==> src/srtf_pkg.sv <==
// Shared codes, widths and control types of the SRTF scheduler.
package srtf_pkg;

  // Fixed field widths
  localparam int unsigned CMD_W   = 2;
  localparam int unsigned SLOT_W  = 4;
  localparam int unsigned IN_T_W  = 16;
  localparam int unsigned OUT_T_W = 32;
  localparam int unsigned SUM_W   = 40;
  localparam int unsigned JC_W    = 5;

  // Command codes
  localparam logic [CMD_W-1:0] CMD_CLEAR = 2'd0;
  localparam logic [CMD_W-1:0] CMD_LOAD  = 2'd1;
  localparam logic [CMD_W-1:0] CMD_TICK  = 2'd2;
  localparam logic [CMD_W-1:0] CMD_NOP   = 2'd3;

  // Register map
  localparam logic CFG_JOB_COUNT = 1'b0;
  localparam logic [JC_W-1:0] JOB_COUNT_RESET = 5'd1;

  // Job table strobes from the sequencer
  typedef struct packed {
    logic rd_en;     // read all fields at rd_addr
    logic ld_we;     // write arrival and burst at wr_addr
    logic rem_we;    // write remaining at wr_addr
    logic done_set;  // mark wr_addr done
    logic done_clr;  // unmark wr_addr
    logic clr_all;   // unmark every slot
  } tbl_ctl_t;

endpackage

==> src/srtf_table.sv <==
// Job table: arrival, burst and remaining memories plus done flags.
module srtf_table #(
  parameter int unsigned MAX_JOBS  = 16,
  parameter int unsigned TIME_BITS = 16,
  parameter int unsigned IW        = 4
) (
  input  logic                 clk_i,
  input  logic                 rst_ni,
  input  srtf_pkg::tbl_ctl_t   ctl_i,
  input  logic [IW-1:0]        rd_addr_i,
  input  logic [IW-1:0]        wr_addr_i,
  input  logic [TIME_BITS-1:0] ld_arr_i,
  input  logic [TIME_BITS-1:0] ld_bur_i,
  input  logic [TIME_BITS-1:0] rem_wdata_i,
  output logic [TIME_BITS-1:0] rd_arr_o,
  output logic [TIME_BITS-1:0] rd_bur_o,
  output logic [TIME_BITS-1:0] rd_rem_o,
  output logic                 rd_done_o
);
  import srtf_pkg::*;

  logic [TIME_BITS-1:0] arr_mem [MAX_JOBS];
  logic [TIME_BITS-1:0] bur_mem [MAX_JOBS];
  logic [TIME_BITS-1:0] rem_mem [MAX_JOBS];
  logic [MAX_JOBS-1:0]  done_q;

  // Memories: one write port each, registered read
  always_ff @(posedge clk_i) begin
    if (ctl_i.ld_we) begin
      arr_mem[wr_addr_i] <= ld_arr_i;
      bur_mem[wr_addr_i] <= ld_bur_i;
    end
    if (ctl_i.rem_we) begin
      rem_mem[wr_addr_i] <= rem_wdata_i;
    end
    if (ctl_i.rd_en) begin
      rd_arr_o  <= arr_mem[rd_addr_i];
      rd_bur_o  <= bur_mem[rd_addr_i];
      rd_rem_o  <= rem_mem[rd_addr_i];
      rd_done_o <= done_q[rd_addr_i];
    end
  end

  // Done flags, cleared by reset and by a clear command
  always_ff @(posedge clk_i or negedge rst_ni) begin
    if (!rst_ni) begin
      done_q <= '0;
    end else if (ctl_i.clr_all) begin
      done_q <= '0;
    end else if (ctl_i.done_set) begin
      done_q[wr_addr_i] <= 1'b1;
    end else if (ctl_i.done_clr) begin
      done_q[wr_addr_i] <= 1'b0;
    end
  end

endmodule

==> src/srtf_cmp.sv <==
// Shared compare unit: does the candidate job beat the current best?
module srtf_cmp #(
  parameter int unsigned TIME_BITS = 16
) (
  input  logic                 elig_i,
  input  logic                 have_best_i,
  input  logic [TIME_BITS-1:0] cand_rem_i,
  input  logic [TIME_BITS-1:0] cand_arr_i,
  input  logic [TIME_BITS-1:0] best_rem_i,
  input  logic [TIME_BITS-1:0] best_arr_i,
  output logic                 take_o
);
  import srtf_pkg::*;

  logic shorter;
  logic tie_earlier;

  // Least remaining wins, earlier arrival breaks a tie, lower slot keeps it
  assign shorter     = cand_rem_i < best_rem_i;
  assign tie_earlier = (cand_rem_i == best_rem_i) && (cand_arr_i < best_arr_i);
  assign take_o      = elig_i && (!have_best_i || shorter || tie_earlier);

endmodule

==> src/srtf_scheduler.sv <==
// Top level of the SRTF scheduler: APB register, command sequencer, result.
//
//  channel   | handshake                        | payload
//  ----------+----------------------------------+------------------------------------
//  command   | start & !busy                    | command, slot, arrival, burst
//  result    | done_o (one cycle, no stall)     | ran/finish fields, totals, all_done
//  config    | psel & penable & pwrite & pready | job_count at byte address 0
//
//  A tick scans the n slots in use, serves the best pending job one unit in ST_UPD_A,
//  adds ST_UPD_B..D when a job finishes and ends in ST_DONE; the scan reads one slot
//  per cycle through the compare unit. A clear first sweeps all MAX_JOBS slots
//  reloading remaining, a load to a valid slot writes it in ST_LOAD; both then scan to settle all_done.
//  busy is high from the accepted transaction through the result cycle.
//  Reset clears time, totals and done flags; job_count returns to 1.
module srtf_scheduler #(
  parameter int unsigned MAX_JOBS  = 16,
  parameter int unsigned TIME_BITS = 16
) (
  input  logic                          clk_i,
  input  logic                          rst_ni,
  // APB configuration
  input  logic                          psel,
  input  logic                          penable,
  input  logic                          pwrite,
  input  logic [2:0]                    paddr,
  input  logic [31:0]                   pwdata,
  output logic [31:0]                   prdata,
  output logic                          pready,
  // command
  input  logic                          start,
  output logic                          busy,
  input  logic [srtf_pkg::CMD_W-1:0]    command_i,
  input  logic [srtf_pkg::SLOT_W-1:0]   slot_i,
  input  logic [srtf_pkg::IN_T_W-1:0]   arrival_time_i,
  input  logic [srtf_pkg::IN_T_W-1:0]   burst_time_i,
  // result
  output logic                          done_o,
  output logic                          ran_valid_o,
  output logic [srtf_pkg::SLOT_W-1:0]   ran_slot_o,
  output logic [srtf_pkg::OUT_T_W-1:0]  time_now_o,
  output logic                          finished_o,
  output logic [srtf_pkg::OUT_T_W-1:0]  finish_time_o,
  output logic [srtf_pkg::OUT_T_W-1:0]  turnaround_o,
  output logic [srtf_pkg::OUT_T_W-1:0]  waiting_o,
  output logic [srtf_pkg::SUM_W-1:0]    sum_turnaround_o,
  output logic [srtf_pkg::SUM_W-1:0]    sum_waiting_o,
  output logic                          all_done_o
);
  import srtf_pkg::*;

  localparam int unsigned IW = (MAX_JOBS > 1) ? $clog2(MAX_JOBS) : 1;
  localparam int unsigned CW = $clog2(MAX_JOBS + 1);
  localparam int unsigned NW = (CW > JC_W) ? CW : JC_W;
  localparam logic [NW-1:0] MAX_N = NW'(MAX_JOBS);

  typedef enum logic [3:0] {
    ST_IDLE, ST_LOAD, ST_SWEEP, ST_SCAN,
    ST_UPD_A, ST_UPD_B, ST_UPD_C, ST_UPD_D, ST_DONE
  } state_e;

  state_e               state_q;
  logic [JC_W-1:0]      job_count_q;
  logic [CMD_W-1:0]     cmd_q;
  logic [IW-1:0]        slot_idx_q;
  logic [TIME_BITS-1:0] ld_arr_q;
  logic [TIME_BITS-1:0] ld_bur_q;
  logic [NW-1:0]        cnt_q;
  logic                 s1_vld_q;
  logic [IW-1:0]        s1_idx_q;
  logic                 found_q;
  logic [IW-1:0]        best_idx_q;
  logic [TIME_BITS-1:0] best_rem_q;
  logic [TIME_BITS-1:0] best_arr_q;
  logic [TIME_BITS-1:0] best_bur_q;
  logic                 pend_any_q;
  logic                 pend_many_q;
  logic [OUT_T_W-1:0]   time_q;
  logic [OUT_T_W-1:0]   turn_q;
  logic [OUT_T_W-1:0]   wait_q;
  logic [SUM_W-1:0]     sum_turn_q;
  logic [SUM_W-1:0]     sum_wait_q;
  logic                 rv_q;
  logic                 fin_q;
  logic                 all_done_q;

  logic                 accept;
  logic                 cfg_wr;
  logic [NW-1:0]        jc_ext;
  logic [NW-1:0]        n_use;
  logic [NW-1:0]        limit;
  logic                 slot_ok;
  logic [TIME_BITS-1:0] in_arr;
  logic [TIME_BITS-1:0] in_bur;
  logic                 best_last;
  logic                 scan_elig;
  logic                 take;
  tbl_ctl_t             ctl;
  logic [IW-1:0]        wr_addr;
  logic [TIME_BITS-1:0] rem_wdata;
  logic [TIME_BITS-1:0] rd_arr;
  logic [TIME_BITS-1:0] rd_bur;
  logic [TIME_BITS-1:0] rd_rem;
  logic                 rd_done;

  // Handshakes and configuration
  assign accept  = start && !busy;
  assign busy    = (state_q != ST_IDLE);
  assign pready  = 1'b1;
  assign cfg_wr  = psel && penable && pwrite && pready;
  assign prdata  = (paddr[2] == CFG_JOB_COUNT) ? 32'(job_count_q) : 32'd0;

  always_ff @(posedge clk_i or negedge rst_ni) begin
    if (!rst_ni) begin
      job_count_q <= JOB_COUNT_RESET;
    end else if (cfg_wr && (paddr[2] == CFG_JOB_COUNT)) begin
      job_count_q <= pwdata[JC_W-1:0];
    end
  end

  // Slots in use, saturated at the table size
  assign jc_ext = NW'(job_count_q);
  assign n_use  = (jc_ext > MAX_N) ? MAX_N : jc_ext;
  assign limit  = (state_q == ST_SWEEP) ? MAX_N : n_use;

  // Incoming load fields, trimmed to the time width; zero burst means one
  assign slot_ok = 32'(slot_i) < MAX_JOBS;
  assign in_arr  = TIME_BITS'(arrival_time_i);
  assign in_bur  = (TIME_BITS'(burst_time_i) == '0) ? TIME_BITS'(1)
                                                     : TIME_BITS'(burst_time_i);

  // Best job has its last unit left
  assign best_last = best_rem_q <= TIME_BITS'(1);

  // Scan candidate: not done and already arrived
  assign scan_elig = !rd_done && (OUT_T_W'(rd_arr) <= time_q);

  srtf_cmp #(
    .TIME_BITS(TIME_BITS)
  ) u_cmp (
    .elig_i     (scan_elig),
    .have_best_i(found_q),
    .cand_rem_i (rd_rem),
    .cand_arr_i (rd_arr),
    .best_rem_i (best_rem_q),
    .best_arr_i (best_arr_q),
    .take_o     (take)
  );

  // Table control
  always_comb begin
    ctl          = '0;
    ctl.rd_en    = ((state_q == ST_SWEEP) || (state_q == ST_SCAN)) && (cnt_q != limit);
    ctl.clr_all  = accept && (command_i == CMD_CLEAR);
    wr_addr      = best_idx_q;
    rem_wdata    = best_last ? '0 : best_rem_q - TIME_BITS'(1);
    unique case (state_q)
      ST_LOAD: begin
        ctl.ld_we    = 1'b1;
        ctl.rem_we   = 1'b1;
        ctl.done_clr = 1'b1;
        wr_addr      = slot_idx_q;
        rem_wdata    = ld_bur_q;
      end
      ST_SWEEP: begin
        ctl.rem_we = s1_vld_q;
        wr_addr    = s1_idx_q;
        rem_wdata  = rd_bur;
      end
      ST_UPD_A: begin
        ctl.rem_we   = found_q;
        ctl.done_set = found_q && best_last;
      end
      default: begin
      end
    endcase
  end

  srtf_table #(
    .MAX_JOBS (MAX_JOBS),
    .TIME_BITS(TIME_BITS),
    .IW       (IW)
  ) u_table (
    .clk_i      (clk_i),
    .rst_ni     (rst_ni),
    .ctl_i      (ctl),
    .rd_addr_i  (cnt_q[IW-1:0]),
    .wr_addr_i  (wr_addr),
    .ld_arr_i   (ld_arr_q),
    .ld_bur_i   (ld_bur_q),
    .rem_wdata_i(rem_wdata),
    .rd_arr_o   (rd_arr),
    .rd_bur_o   (rd_bur),
    .rd_rem_o   (rd_rem),
    .rd_done_o  (rd_done)
  );

  // Sequencer, run state and result registers
  always_ff @(posedge clk_i or negedge rst_ni) begin
    if (!rst_ni) begin
      state_q     <= ST_IDLE;
      cmd_q       <= CMD_NOP;
      slot_idx_q  <= '0;
      ld_arr_q    <= '0;
      ld_bur_q    <= '0;
      cnt_q       <= '0;
      s1_vld_q    <= 1'b0;
      s1_idx_q    <= '0;
      found_q     <= 1'b0;
      best_idx_q  <= '0;
      best_rem_q  <= '0;
      best_arr_q  <= '0;
      best_bur_q  <= '0;
      pend_any_q  <= 1'b0;
      pend_many_q <= 1'b0;
      time_q      <= '0;
      turn_q      <= '0;
      wait_q      <= '0;
      sum_turn_q  <= '0;
      sum_wait_q  <= '0;
      rv_q        <= 1'b0;
      fin_q       <= 1'b0;
      all_done_q  <= 1'b0;
    end else begin
      s1_vld_q <= ctl.rd_en;
      s1_idx_q <= cnt_q[IW-1:0];
      if (ctl.rd_en) begin
        cnt_q <= cnt_q + NW'(1);
      end
      unique case (state_q)
        ST_IDLE: begin
          if (accept) begin
            cmd_q       <= command_i;
            slot_idx_q  <= IW'(slot_i);
            ld_arr_q    <= in_arr;
            ld_bur_q    <= in_bur;
            cnt_q       <= '0;
            found_q     <= 1'b0;
            best_idx_q  <= '0;
            pend_any_q  <= 1'b0;
            pend_many_q <= 1'b0;
            turn_q      <= '0;
            wait_q      <= '0;
            rv_q        <= 1'b0;
            fin_q       <= 1'b0;
            unique case (command_i)
              CMD_CLEAR: begin
                time_q     <= '0;
                sum_turn_q <= '0;
                sum_wait_q <= '0;
                state_q    <= ST_SWEEP;
              end
              CMD_LOAD: state_q <= slot_ok ? ST_LOAD : ST_SCAN;
              default:  state_q <= ST_SCAN;
            endcase
          end
        end
        ST_LOAD: begin
          state_q <= ST_SCAN;
        end
        ST_SWEEP: begin
          // remaining reloads from burst, written in the cycle after its read
          if ((cnt_q == limit) && !s1_vld_q) begin
            cnt_q   <= '0;
            state_q <= ST_SCAN;
          end
        end
        ST_SCAN: begin
          if (s1_vld_q) begin
            if (!rd_done) begin
              pend_many_q <= pend_any_q;
              pend_any_q  <= 1'b1;
            end
            if (take) begin
              found_q    <= 1'b1;
              best_idx_q <= s1_idx_q;
              best_rem_q <= rd_rem;
              best_arr_q <= rd_arr;
              best_bur_q <= rd_bur;
            end
          end else if (cnt_q == limit) begin
            all_done_q <= !pend_any_q;
            if ((cmd_q == CMD_TICK) && pend_any_q) begin
              state_q <= ST_UPD_A;
            end else begin
              state_q <= ST_DONE;
            end
          end
        end
        ST_UPD_A: begin
          // serve one unit; the job completes on its last unit
          time_q     <= time_q + OUT_T_W'(1);
          rv_q       <= found_q;
          fin_q      <= found_q && best_last;
          all_done_q <= found_q && best_last && !pend_many_q;
          state_q    <= (found_q && best_last) ? ST_UPD_B : ST_DONE;
        end
        ST_UPD_B: begin
          turn_q  <= time_q - OUT_T_W'(best_arr_q);
          state_q <= ST_UPD_C;
        end
        ST_UPD_C: begin
          wait_q     <= turn_q - OUT_T_W'(best_bur_q);
          sum_turn_q <= sum_turn_q + SUM_W'(turn_q);
          state_q    <= ST_UPD_D;
        end
        ST_UPD_D: begin
          sum_wait_q <= sum_wait_q + SUM_W'(wait_q);
          state_q    <= ST_DONE;
        end
        ST_DONE: begin
          state_q <= ST_IDLE;
        end
        default: begin
          state_q <= ST_IDLE;
        end
      endcase
    end
  end

  // Result fields
  assign done_o           = (state_q == ST_DONE);
  assign ran_valid_o      = rv_q;
  assign ran_slot_o       = rv_q ? SLOT_W'(best_idx_q) : '0;
  assign time_now_o       = time_q;
  assign finished_o       = fin_q;
  assign finish_time_o    = fin_q ? time_q : '0;
  assign turnaround_o     = turn_q;
  assign waiting_o        = wait_q;
  assign sum_turnaround_o = sum_turn_q;
  assign sum_waiting_o    = sum_wait_q;
  assign all_done_o       = all_done_q;

  // Checks
  a_done_single: assert property (@(posedge clk_i) disable iff (!rst_ni)
    done_o |=> !done_o)
    else $error("result strobe held longer than one cycle");

  a_accept_busy: assert property (@(posedge clk_i) disable iff (!rst_ni)
    accept |=> busy && !done_o)
    else $error("accepted transaction did not start work");

  a_fin_ran: assert property (@(posedge clk_i) disable iff (!rst_ni)
    (done_o && finished_o) |-> ran_valid_o)
    else $error("job finished without being served");

  a_idle_tick: assert property (@(posedge clk_i) disable iff (!rst_ni)
    (done_o && !ran_valid_o) |-> (!finished_o && (ran_slot_o == '0)))
    else $error("idle result carries job data");

endmodule
==> config.mk <==
export PLATFORM = sky130hd
export DESIGN_NAME = srtf_scheduler
export DESIGN_NICKNAME = d
export VERILOG_FILES = /design/src/srtf_pkg.sv /design/src/srtf_table.sv /design/src/srtf_cmp.sv /design/src/srtf_scheduler.sv
export SDC_FILE = /design/constraint.sdc
export NUM_CORES = 2
export LEC_CHECK = 0
export ABC_AREA = 1
export ABC_CLOCK_PERIOD_IN_PS = 6300
export BUFFER_PORTS_ARGS = -buffer_cell sky130_fd_sc_hd__buf_2
export CORE_MARGIN = 5
export CORE_UTILIZATION = 30
export DETAILED_ROUTE_END_ITERATION = 8
export SETUP_SLACK_MARGIN = 0.4
export SLEW_MARGIN = 0
export SYNTH_ARGS = -nofsm -noshare
export SYNTH_HDL_FRONTEND = slang
export SYNTH_SLANG_ARGS = --single-unit
==> constraint.sdc <==
create_clock -name clk_i -period 6.3 [get_ports clk_i]
set_input_delay 1.26 -clock clk_i [delete_from_list [all_inputs] [get_ports clk_i]]
set_output_delay 1.26 -clock clk_i [all_outputs]
set_load 0.03 [all_outputs]
==> qor.csv <==
stage,metric,value,unit
setup_path,"Req. time, crit path",6.75,ns
sta,Final Hold Vio Count,0,
clock_network,CTS tree,done,
setup_path,reg-to-reg endpoint,u_table.bur_mem[4][2],
yosys,syn_area_per_cell,9.76,um^2
floorplanning,DIE AREA,187000,um^2
global_route,initial antenna violation count,3,
sta,Final min period,4.68,ns
sta,setup_tns,0,ns
min_path,Hold Crit Start,best_arr_q[8],
drt,vias per cell,5.13,
global_route,largest net degree at the start of global routing,201,
floorplanning,IO Count,329,
floorplanning,die height,432,um
clock_network,Clock Sink Count,1124,
min_path,Hold Path Depth,2,
place,dpl ws,1.75,ns
sta,RSZ-0062 raised after global routing,false,
clock_network,CTS Root Cell,clkbuf_16,
floorplanning,die width,432,um
drt,drt initial violations,4390,
clock_network,CTS Hold Bufs,0,
yosys,commonest cells in the netlist,"1130 x nand2_1, 817 x edfxtp_1, 729 x nor2_1",
finish,layout cells sized above 1,0.103,
sta,Slew @ Worst Pin,1.35,ns
drt,Top Layer Used,met4,
sta,Layout Skew,0.0791,ns
pwr,Internal Dissipation,17.3,mW
setup_path,crit path max fanout,29,
clock_network,clk slew on worst S/H paths,0.06,ns
drt,antenna-violating nets left,0,
yosys,Synth Register Bits,1124,
clock_network,Clock Path Buffers,3,
finish,final cell count without fillers,8147,
global_route,vias in the first global route,39800,
clock_network,CTS Buf Count,114,
drt,met3 WL post-DR,12.1,mm
flow_run,max cap viols,0,
place,placed cells,7928,
yosys,Syn Inst Count,5481,
yosys,"Seq/Total Area, Yosys",0.602,
drt,# DRC,0,
sta,max frequency,213,MHz
clock_network,H-tree depth,3,
drt,DR WL/cell,21.6,um
setup_path,Reg2Reg Launch Point,state_q[0],
pwr,Switching Share,0.419,
clock_network,Skew-Pair Late Insertion Delay,0.76,ns
sta,Slew headroom,0.0986,
sta,Worst Hold Margin,0.472,ns
sta,post-route clock period utilization,0.744,
yosys,top cell type's share of synthesized area,0.458,
floorplanning,core box area,178000,um^2
sta,slack of the critical path,1.62,ns
pwr,clock network power share,0.233,
setup_path,Crit-path slowest cell,nor2_4,
pwr,register share of total power,0.409,
pwr,Comb pwr share,0.358,
global_route,gr ovfl total,0,
finish,Layout area overhead,14.7,%
global_route,All-Layer GR Usage,0.182,
setup_path,Crit Path Class,reg -> reg,
yosys,synth top area cells,"edfxtp_1 46%, dfrtp_1 14%, nand2_1 7.9%",
min_path,hold worst-path end,best_arr_q[8],
clock_network,Resize count post-CTS,0,
yosys,most used flip-flop cell after synthesis,edfxtp_1,
yosys,post-synth top area cell,edfxtp_1,
sta,final setup vio count,0,
place,gp weighted congestion,0.954,
yosys,Post-synth EDFFs,817,
drt,DRT Pass-1 Iters,6,
drt,DRT met1 WL,72.7,mm
setup_path,Startpoint Class,flip-flop,
setup_path,"most used cell, CP",nand2_1,
drt,met2 WL,84.2,mm
pwr,Power Dens Cells,485,nW/um^2
pwr,P_leak,24.7,nW
setup_path,Reg2Reg Depth,12,
clock_network,postcts setup bufs,0,
outcome,run status,"complete, no violations",
min_path,Hold Crit Class,reg -> reg,
place,# port buffers,271,
yosys,most frequent cell after synthesis,nand2_1,
yosys,Yosys cell types,52,
pwr,NetSw,12.5,mW
drt,DR vias,41800,
setup_path,Reg2Reg Setup Slack,1.62,ns
drt,routed wire length,176,mm
floorplanning,Starting Density,0.301,
setup_path,sequence of cells on the critical path,"inv_1, nor2_2, nand2_2, inv_2, nor2_2, nand2_1, nand2_1, nand2_1, inv_1, nand2_1, nor2_4, buf_4",
place,hpwl dp,117,mm
yosys,synth warn,0,
setup_path,arrival time worst endpoint,5.13,ns
sta,max-slew violation count,0,
yosys,"Cell Area, Synth",53500,um^2
setup_path,Worst Setup End Kind,flip-flop,
floorplanning,FP Rows,155,
global_route,first-pass GRT wire length,258,mm
yosys,ys async rst share,0.273,
setup_path,max incr delay on CP,0.85,ns
pwr,maximum vdd drop,0.423,mV
finish,Final #Nets,5919,
[sequential cells by signal, summed over array words and instances, names as in the netlist, 5 cells and up]
register	count
time_now_o	32
u_table.rd_rem_o	16
waiting_o	32
best_bur_q	16
ld_arr_q	16
u_table.bur_mem	256
best_arr_q	16
u_table.rd_arr_o	16
sum_waiting_o	40
ld_bur_q	16
sum_turnaround_o	40
turnaround_o	32
jc_ext	5
u_table.rem_mem	256
u_table.done_q	16
cnt_q	5
u_table.arr_mem	256
best_rem_q	16
u_table.rd_bur_o	16
[power by group through the flow]
| stage | sequential [mW] | clock [mW] | combinational, mW |
|---|---|---|---|
| CTS | 12.2 | 7.06 | 10.6 |
| floorplan | 12.0 | 0 | 6.52 |
| global placement | 12.3 | 0 | 10.4 |
| finish | 12.2 | 6.93 | 10.7 |
| detailed placement | 12.3 | 0 | 10.6 |
| global route | 12.3 | 7.38 | 11.8 |
[cells by family (layout without fill, tap and decap cells)]
family / count (synthesis) / after routing / share of synthesized area
AO/OA/AOI/OAI: 1215 / 1215 / 0.132
XOR/XNOR: 41 / 41 / 0.00671
adder cells (fa/ha/maj): 151 / 151 / 0.0359
buffers and inverters: 679 / 959 / 0.0507
flip-flops: 1124 / 1124 / 0.602
other: 2 / 33 / 0.000140
AND/OR/NAND/NOR: 2269 / 2269 / 0.173
[per-layer routing]
metal	global-route usage	vias to the layer above
met4	0.0645	0
li1	-	19500
met2	0.307	1595
met5	0	-
met3	0.0283	318
met1	0.237	20400
[layout by cell type (no fill, tap or decap), drive strengths merged, types with 4 or more instances in the layout]
| master | n |
|---|---|
| a21o | 9 |
| a21oi | 243 |
| a22o | 7 |
| a22oi | 5 |
| a32o | 5 |
| and2 | 5 |
| and3 | 6 |
| buf | 337 |
| bufinv | 11 |
| clkbuf | 162 |
| clkinv | 36 |
| conb | 28 |
| dfrtp | 304 |
| diode | 5 |
| edfxtp | 817 |
| fa | 4 |
| ha | 147 |
| inv | 410 |
| nand2 | 1142 |
| nand3 | 251 |
| nand3b | 5 |
| nand4 | 34 |
| nor2 | 741 |
| nor3 | 57 |
| nor4 | 19 |
| o211ai | 73 |
| o21a | 13 |
| o21ai | 617 |
| o21bai | 12 |
| o221ai | 137 |
| o22ai | 85 |
| or2 | 7 |
| xnor2 | 5 |
| xor2 | 36 |
[worst max-delay path, delay by kind of cell, from the launching register on]
family                 cells  cell delay, ns
flip-flops                 1            0.44
buffers and inverters      4            1.10
AND/OR/NAND/NOR            8            2.75
[metrics by stage]
stage | util | instance area (um^2) | power, mW
after floorplan | - | 53600 | 18.5
after global placement | 0.323 | 57500 | 22.7
after detailed placement | 0.323 | 57500 | 22.9
after CTS | 0.345 | 61300 | 29.9
after global routing | 0.345 | 61300 | 31.5
final | 0.345 | 61400 | 29.8
[how the worst max path moves through the flow]
stage	start	cells after the start	slack [ns]	to
2_1_floorplan	state_q[3]	10	3.09	u_table.arr_mem[13][0]
3_3_place_gp	state_q[0]	12	1.82	u_table.arr_mem[4][8]
3_5_place_dp	state_q[0]	12	1.75	u_table.arr_mem[4][8]
4_1_cts	state_q[0]	12	1.74	u_table.bur_mem[4][2]
5_1_grt	state_q[0]	12	1.46	u_table.arr_mem[4][6]
6_report	state_q[0]	12	1.62	u_table.bur_mem[4][2]
[layout make-up]
type / instances / area [um^2]
well taps: 2355 / 2950
fillers: 17900 / 116000
clock inverters: 52 / 639
clock buffers: 162 / 3200
inverters: 408 / 1540
diodes: 5 / 12.5
repair buffers: 337 / 1920
multi-input cells: 3704 / 18900
flip-flops and latches: 1124 / 32200
(Power assumes the default switching activity.)
